==> src/rtl/core/shc_pkg.sv <==
// package for the streaming sha-512 core: types, round constants, initial values
// no dependencies
package shc_pkg;

    typedef enum logic [2:0] {
        ST_IDLE,
        ST_ROUND,
        ST_ADD,
        ST_EMIT
    } shc_state_t;

    // phases of the finishing sequence
    typedef enum logic [2:0] {
        PH_NONE,
        PH_AFTER_PAD,
        PH_MARKER,
        PH_AFTER_MARK,
        PH_EXTRA,
        PH_FINAL
    } shc_phase_t;

    // datapath command group
    typedef struct packed {
        logic       store_word;   // write input word into the window
        logic       pad_last;     // last word: mask, pad, clear tail
        logic       pad_marker;   // write 0x80 marker at pad position
        logic       clear_win;    // zero whole window
        logic       write_len;    // write length into words 14 and 15
        logic       load_vars;    // copy chain into working vars
        logic       do_round;     // run one round
        logic       add_chain;    // fold working vars into chain
        logic       reload;       // restore initial state
    } shc_cmd_t;

    // datapath status group
    typedef struct packed {
        logic       block_full;   // slot counter wrapped back to zero
        logic       last_round;   // round 79 executing
        logic       pad_over;     // pad position is 128
        logic       need_extra;   // pad position plus one exceeds 112
    } shc_stat_t;

    localparam logic [63:0] INIT_H [8] = '{
        64'h6a09e667f3bcc908, 64'hbb67ae8584caa73b, 64'h3c6ef372fe94f82b, 64'ha54ff53a5f1d36f1,
        64'h510e527fade682d1, 64'h9b05688c2b3e6c1f, 64'h1f83d9abfb41bd6b, 64'h5be0cd19137e2179
    };

    localparam logic [63:0] ROUND_K [80] = '{
        64'h428a2f98d728ae22, 64'h7137449123ef65cd, 64'hb5c0fbcfec4d3b2f, 64'he9b5dba58189dbbc,
        64'h3956c25bf348b538, 64'h59f111f1b605d019, 64'h923f82a4af194f9b, 64'hab1c5ed5da6d8118,
        64'hd807aa98a3030242, 64'h12835b0145706fbe, 64'h243185be4ee4b28c, 64'h550c7dc3d5ffb4e2,
        64'h72be5d74f27b896f, 64'h80deb1fe3b1696b1, 64'h9bdc06a725c71235, 64'hc19bf174cf692694,
        64'he49b69c19ef14ad2, 64'hefbe4786384f25e3, 64'h0fc19dc68b8cd5b5, 64'h240ca1cc77ac9c65,
        64'h2de92c6f592b0275, 64'h4a7484aa6ea6e483, 64'h5cb0a9dcbd41fbd4, 64'h76f988da831153b5,
        64'h983e5152ee66dfab, 64'ha831c66d2db43210, 64'hb00327c898fb213f, 64'hbf597fc7beef0ee4,
        64'hc6e00bf33da88fc2, 64'hd5a79147930aa725, 64'h06ca6351e003826f, 64'h142929670a0e6e70,
        64'h27b70a8546d22ffc, 64'h2e1b21385c26c926, 64'h4d2c6dfc5ac42aed, 64'h53380d139d95b3df,
        64'h650a73548baf63de, 64'h766a0abb3c77b2a8, 64'h81c2c92e47edaee6, 64'h92722c851482353b,
        64'ha2bfe8a14cf10364, 64'ha81a664bbc423001, 64'hc24b8b70d0f89791, 64'hc76c51a30654be30,
        64'hd192e819d6ef5218, 64'hd69906245565a910, 64'hf40e35855771202a, 64'h106aa07032bbd1b8,
        64'h19a4c116b8d2d0c8, 64'h1e376c085141ab53, 64'h2748774cdf8eeb99, 64'h34b0bcb5e19b48a8,
        64'h391c0cb3c5c95a63, 64'h4ed8aa4ae3418acb, 64'h5b9cca4f7763e373, 64'h682e6ff3d6b2b8a3,
        64'h748f82ee5defb2fc, 64'h78a5636f43172f60, 64'h84c87814a1f0ab72, 64'h8cc702081a6439ec,
        64'h90befffa23631e28, 64'ha4506cebde82bde9, 64'hbef9a3f7b2c67915, 64'hc67178f2e372532b,
        64'hca273eceea26619c, 64'hd186b8c721c0c207, 64'heada7dd6cde0eb1e, 64'hf57d4f7fee6ed178,
        64'h06f067aa72176fba, 64'h0a637dc5a2c898a6, 64'h113f9804bef90dae, 64'h1b710b35131c471b,
        64'h28db77f523047d84, 64'h32caab7b40c72493, 64'h3c9ebe0a15c9bebc, 64'h431d67c49c100d4c,
        64'h4cc5d4becb3e42b6, 64'h597f299cfc657e2a, 64'h5fcb6fab3ad6faec, 64'h6c44198c4a475817
    };

    localparam logic [6:0] LAST_ROUND = 7'd79;

endpackage

==> src/rtl/core/shc_control.sv <==
// controller: sequences padding, compressions and digest output
// depends on shc_pkg
module shc_control (
    input  logic              clk,
    input  logic              rst_n,
    input  logic              in_valid,
    input  logic              in_last,
    output logic              in_ready,
    output logic              out_valid,
    input  logic              out_ready,
    output logic [2:0]        emit_index,
    output shc_pkg::shc_cmd_t cmd,
    input  shc_pkg::shc_stat_t stat
);
    import shc_pkg::*;

    shc_state_t state_reg, state_next;
    shc_phase_t phase_reg, phase_next;
    logic [2:0] idx_reg, idx_next;
    logic       accept, store_fire;
    logic       from_round;

    assign accept     = in_valid && in_ready;
    assign store_fire = accept && !in_last;

    // next state
    always_comb
    begin
        state_next = state_reg;
        phase_next = phase_reg;
        idx_next   = idx_reg;
        case (state_reg)
            ST_IDLE:
            begin
                if (accept && in_last)
                begin
                    state_next = ST_ADD;
                    phase_next = PH_AFTER_PAD;
                end
            end
            ST_ROUND:
                if (stat.last_round)
                    state_next = ST_ADD;
            ST_ADD:
            begin
                // ST_ADD also serves as a decision step when entered from idle
                state_next = ST_IDLE;
                case (phase_reg)
                    PH_NONE:       state_next = ST_IDLE;
                    PH_AFTER_PAD:
                    begin
                        if (stat.pad_over)
                        begin
                            state_next = ST_ROUND;
                            phase_next = PH_MARKER;
                        end
                        else
                        begin
                            state_next = ST_ADD;
                            phase_next = PH_MARKER;
                        end
                    end
                    PH_MARKER:
                    begin
                        // after a full data block the window is cleared first, marker next
                        state_next = ST_ADD;
                        phase_next = from_round ? PH_MARKER : PH_AFTER_MARK;
                    end
                    PH_AFTER_MARK:
                    begin
                        state_next = ST_ROUND;
                        phase_next = stat.need_extra ? PH_EXTRA : PH_FINAL;
                    end
                    PH_EXTRA:
                    begin
                        state_next = ST_ADD;
                        phase_next = PH_AFTER_MARK;
                    end
                    PH_FINAL:
                    begin
                        state_next = ST_EMIT;
                        idx_next   = 3'd0;
                    end
                    default:       state_next = ST_IDLE;
                endcase
            end
            ST_EMIT:
            begin
                if (out_ready)
                begin
                    idx_next = idx_reg + 3'd1;
                    if (idx_reg == 3'd7)
                    begin
                        state_next = ST_IDLE;
                        phase_next = PH_NONE;
                    end
                end
            end
            default: state_next = ST_IDLE;
        endcase
        if (state_reg == ST_IDLE && store_fire && stat.block_full == 1'b0)
            state_next = ST_IDLE;
    end

    // a full block starts compression once pend_reg records the sixteenth word
    logic pend_reg;
    always_ff @(posedge clk or negedge rst_n)
    begin
        if (!rst_n)
        begin
            state_reg <= ST_IDLE;
            phase_reg <= PH_NONE;
            idx_reg   <= 3'd0;
            pend_reg  <= 1'b0;
        end
        else
        begin
            pend_reg <= store_fire;
            if (state_reg == ST_IDLE && pend_reg && stat.block_full)
            begin
                state_reg <= ST_ROUND;
                phase_reg <= PH_NONE;
            end
            else if (state_reg == ST_ADD && phase_reg == PH_NONE && !stat.last_round
                     && pend_reg == 1'b0 && state_next == ST_IDLE)
                state_reg <= ST_IDLE;
            else
            begin
                state_reg <= state_next;
                phase_reg <= phase_next;
            end
            idx_reg <= idx_next;
        end
    end

    // outputs
    always_ff @(posedge clk or negedge rst_n)
    begin
        if (!rst_n)
            from_round <= 1'b0;
        else
            from_round <= (state_reg == ST_ROUND) && stat.last_round;
    end

    always_comb
    begin
        cmd        = '0;
        in_ready   = (state_reg == ST_IDLE) && !pend_reg;
        out_valid  = (state_reg == ST_EMIT);
        emit_index = idx_reg;
        cmd.store_word = store_fire;
        cmd.pad_last   = accept && in_last;
        if (state_reg == ST_IDLE && pend_reg && stat.block_full)
            cmd.load_vars = 1'b1;
        if (state_reg == ST_ROUND)
            cmd.do_round = 1'b1;
        if (state_reg == ST_ADD)
        begin
            if (from_round)
                cmd.add_chain = 1'b1;
            case (phase_reg)
                PH_AFTER_PAD:  cmd.load_vars  = stat.pad_over;
                PH_MARKER:
                begin
                    cmd.clear_win  = from_round;
                    cmd.pad_marker = !from_round;
                end
                PH_AFTER_MARK:
                begin
                    cmd.load_vars = 1'b1;
                    cmd.write_len = !stat.need_extra;
                end
                PH_EXTRA:      cmd.clear_win = 1'b1;
                default:       cmd.load_vars = 1'b0;
            endcase
        end
        if (state_reg == ST_EMIT && out_ready && idx_reg == 3'd7)
            cmd.reload = 1'b1;
    end
endmodule

==> config.mk <==
export PLATFORM = sky130hd
export DESIGN_NAME = shc_control
export DESIGN_NICKNAME = d
export VERILOG_FILES = /design/src/rtl/core/shc_pkg.sv /design/src/rtl/core/shc_control.sv
export SDC_FILE = /design/constraint.sdc
export NUM_CORES = 1
export LEC_CHECK = 0
export BUFFER_PORTS_ARGS = -buffer_cell sky130_fd_sc_hd__buf_4
export CORE_MARGIN = 3
export CORE_UTILIZATION = 49
export DETAILED_ROUTE_END_ITERATION = 12
export GPL_ROUTABILITY_DRIVEN = 0
export PLACE_DENSITY = 0.77
export RECOVER_POWER = 25
export SYNTH_ARGS = -nofsm -noshare
export SYNTH_HDL_FRONTEND = slang
export SYNTH_SLANG_ARGS = --single-unit
export TNS_END_PERCENT = 50
==> constraint.sdc <==
create_clock -name clk -period 2.3 [get_ports clk]
set_clock_uncertainty 0.15 [all_clocks]
set_input_delay 0.46 -clock clk [delete_from_list [all_inputs] [get_ports clk]]
set_output_delay 0.46 -clock clk [all_outputs]
set_load 0.005 [all_outputs]
# Yosys cells after proc, flatten, opt, wreduce, memory -nomap -nowiden
# Index checks and enable logic that the tools add are counted.
# W data, S select, Z words.
[totals]
register_bits = 11
inputBits = 9
out_inout_bits = 14
wordCells = 84
[classes]
add_sub_neg = 1
n_eq_ne = 16
mux = 32
bitwise = 2
reduce_logical = 28
[op_table]
columns = ["cell", "count"]
rows = [
  ["$mux W3", 14],
  ["$pmux W3 S4", 2],
  ["$logic_and A1 B1 Y1", 15],
  ["$eq A3 B2 Y1 const B", 4],
  ["$eq A3 B3 Y1 const B", 3],
  ["$logic_not A3 Y1", 3],
  ["$mux W1", 9],
  ["$pmux W3 S3", 1],
  ["$pmux W2 S4", 1],
  ["$eq A3 B1 Y1 const B", 2],
  ["$ne A3 B1 Y1 const B", 2],
  ["$ne A6 B2 Y1 const B", 1],
  ["$pmux W3 S2", 1],
  ["$reduce_and A6 Y1", 1],
  ["$logic_not A1 Y1", 5],
  ["$mux W4", 1],
  ["$ne A2 B1 Y1 const B", 2],
  ["$reduce_bool A4 Y1", 1],
  ["$add A3 B1 Y3 const B", 1],
  ["$ne A3 B2 Y1 const B", 1],
  ["$pmux W1 S3", 1],
  ["$reduce_and A3 Y1", 1],
  ["$mux W2", 1],
  ["$ne A2 B2 Y1 const B", 1],
  ["other kinds (4)", 5],
]

# Logic depth before layout (Yosys ltp)
[logic_depth]
ltp_word = 11
ltp_mapped = 6
ltp_nobuf = 6

# Least setup slack after synthesis
# OpenSTA, ideal clock, no wires.
[synth_timing]
path_type = "register to output"
startpoint = "register state_reg[0]"
endpoint = "output port cmd[3] in the netlist's numbering"
arrival_time_ns = 1.317
required_ns = 1.690
slack_ns = 0.373
stages_incl_launch_ff = 5
path_buffers = 1
path_cell_list = "dfrtp_1 -> clkbuf_1 -> nor3b_1 -> nand2_1 -> o31ai_1"
[synth_rtl]
columns = ["element", "line_no", "rtl"]
rows = [
  ["from (decl)", "shc_control.sv:17", "shc_state_t state_reg, state_next;"],
  ["from (signal assigned)", "shc_control.sv:129", "state_reg <= state_next;"],
  ["to (decl)", "shc_control.sv:12", "output shc_pkg::shc_cmd_t cmd,"],
]

==> impl_metrics.json <==
{
  "antenna_found_initial": 0,
  "die_area_mm2": 0.002035,
  "synth.net_count": 96,
  "final_nets": 120,
  "power.share.clock": 0.234,
  "rsz0062_at_grt": "no",
  "setup_viol": 0,
  "number_of_global_route_vias_before_repair": 667,
  "synth.distinct_cells": 37,
  "portBuffers": 22,
  "ys_top_cells_by_area": "dfrtp_1, and3_1, nor2b_1",
  "route.detailed.wl_per_inst_um": 14.68,
  "syn_area_per_cell_um2": 8.817,
  "cts_num_sinks": 11,
  "pwr-share-comb": 0.307,
  "outcome": "complete, no violations",
  "postRouteWirelength_um": 1806,
  "drt_drc_violations_left": 0,
  "period_minus_slack_ps": 2160,
  "h-tree-depth": 1,
  "timing.critical_path.from": "state_reg[2]",
  "gr-usage-met3": 0.03586,
  "power.internal_w": 0.0003800,
  "global_route.overflow_total": 0,
  "seq_power_share": 0.460,
  "switching_part_of_the_total_power": 0.3391,
  "cts.reportedPaths.clkPinSlew_ps": 70,
  "fp-row-count": 13,
  "max-clock-path-buffers": 2,
  "ys_async_sr_fraction": 1.000,
  "grtUsageMet1": 0.2617,
  "most-common-layout-cells": "buf_4, dfrtp_1",
  "crit_type": "flop to output pin",
  "synthDominantCellAreaShare": 0.3673,
  "grt_start_max_net_pins": 13,
  "final.setup.tns_ps": 0,
  "ys_seq_area_frac": 0.3673,
  "detailed_place_hpwl_um": 1366,
  "number_of_enable_flip_flop_cells_after_synthesis": 0,
  "hold_ws_ps": 210.6,
  "syn_inst": 85,
  "top_usage_layer": "met2",
  "n_antenna_cell": 0,
  "mappedNetlistArea_um2": 749.5,
  "cts_inserted_buffers": 3,
  "route.detailed.vias_per_inst": 5.772,
  "critical_path_peak_fanout": 9,
  "mostFrequentLayoutCell": "buf_4",
  "period_share": 0.9392,
  "die-height_um": 45.11,
  "global_route_wire_length_before_repair_um": 2953,
  "worst_slew_pin_slew_ps": 608.4,
  "timing.fmax_mhz": 462.9,
  "class_of_the_tightest_hold_or_removal_check": "input pin to flop",
  "track_usage": 0.1998,
  "core_region_area_mm2": 0.001366,
  "synth_top_cell_by_area": "dfrtp_1",
  "required_ps": 1690,
  "endpoint_kind": "output pin",
  "first_iter_violations": 23,
  "synth-warning-count": 0,
  "fraction_of_layout_instances_using_a_drive_strength_above_1": 0.2963,
  "yosys_register_bits": 11,
  "die_w_um": 45.11,
  "io-pin-count": 23,
  "reg2reg_from": "emit_index[0]",
  "switching_power_w": 0.0001950,
  "via_count": 710,
  "crit_path_start_kind": "flop",
  "tritoncts_clock_tree": "yes",
  "timing.max_cap.violations": 0,
  "clkLatencyLatePin_ps": 270,
  "timing.slew.headroom": 0.5944,
  "report.final.slew_viol_count": 0,
  "postRouteAntennaNets": 0,
  "worst_ir_drop_vdd_v": 0.0004332,
  "report.final.hold_viol_count": 0,
  "postcts_setup_bufs": 0,
  "use_met2": 0.3249,
  "detailedRoute.firstPassIterationCount": 4,
  "crit_arrival_ps": 1550,
  "worst_hold_startpoint": "in_last",
  "power_density_mw_per_mm2": 599.2,
  "cts_root_buf": "clkbuf_4",
  "post_synthesis_to_final_layout_area_growth_pct": 28.05,
  "p_leak_nw": 0.4937,
  "initial_utilization": 0.5485,
  "synthFlopType": "dfrtp_1"
}
==> critical path, cell delays in order (launching register included) <==
cell	delay (ps)
dfrtp_1	490
nor3b_2	260
nand2_1	130
o31ai_1	260
buf_4	150
==> layer usage <==
layer,wire (um),share of wire
met2,886,0.49
met3,121,0.067
met1,790,0.44
met4,7,0.0039
met5,0,0
==> path summary, 6_finish.rpt <==
kind | endpoint | slack, ps | cells after the start
worst min-delay path | pend_reg | 210 | 2
worst max register to register | phase_reg[1] | 450 | 6
worst min register to register | emit_index[0] | 400 | 1
worst max-delay path | cmd[3] | 140 | 4
max in group asynchronous | pend_reg | 1040 | 2
min in group asynchronous | phase_reg[0] | 560 | 2
==> metrics by stage <==
step | power (W) | utilization | cell area [um^2] | setup slack, ps | cells
floorplan | 0.0003792 | - | 749.5 | 372.9 | 85
global placement | 0.0004321 | 0.6694 | 914.6 | 369.8 | 118
detailed placement | 0.0004372 | 0.6694 | 914.6 | 387.7 | 118
CTS | 0.0005740 | 0.6960 | 950.9 | 84.91 | 123
global route | 0.0006170 | 0.7024 | 959.7 | 13.60 | 123
finish | 0.0005750 | 0.7024 | 959.7 | 139.8 | 123
==> repair_timing <==
| action | 4_1_cts | 5_1_grt |
|---|---|---|
| resized for setup | 0 | 3 |
| hold buffers | 1 | 0 |
| setup endpoints to repair | 0 | 4 |
| endpoints found under the hold margin | 11 | 0 |
==> power by group through the flow <==
stage | Clock (W) | Combinational [W] | Sequential, W
after CTS | 0.000139 | 0.000173 | 0.000262
after detailed placement | 0 | 0.000172 | 0.000266
after global placement | 0 | 0.000168 | 0.000264
after global routing | 0.000149 | 0.000197 | 0.000271
final | 0.000134 | 0.000176 | 0.000264
after floorplan | 0 | 0.000145 | 0.000234
==> cells in the mapped netlist (2+ instances only) <==
master / number
a21oi_1: 5
and2_1: 3
and3_1: 5
buf_2: 3
clkbuf_1: 2
dfrtp_1: 11
ha_1: 2
inv_1: 4
mux2_4: 2
nand2_1: 5
nor2_1: 5
nor2b_1: 5
nor3_1: 5
nor4_1: 2
o21a_1: 2
o22ai_1: 3
==> logic make-up (layout without fill, tap and decap cells) <==
group / Yosys count / count (layout) / synth area share
AOI/OAI and AO/OA: 20 / 20 / 0.1887
buffers and inverters: 11 / 34 / 0.07512
other: 1 / 1 / 0.005004
muxes: 3 / 3 / 0.05342
and+or+nand+nor: 37 / 37 / 0.2771
adders and majority gates: 2 / 2 / 0.03338
DFF: 11 / 11 / 0.3673
==> final cells by class <==
cell class	count	area (um^2)
clock buffers	4	26.28
fillers	113	406.6
inverters	4	15.01
multi-input cells	63	430.4
flip-flops and latches	11	275.3
well taps	15	18.77
repair buffers	26	193.9
Note: power is estimated with default switching activity, not from simulation.
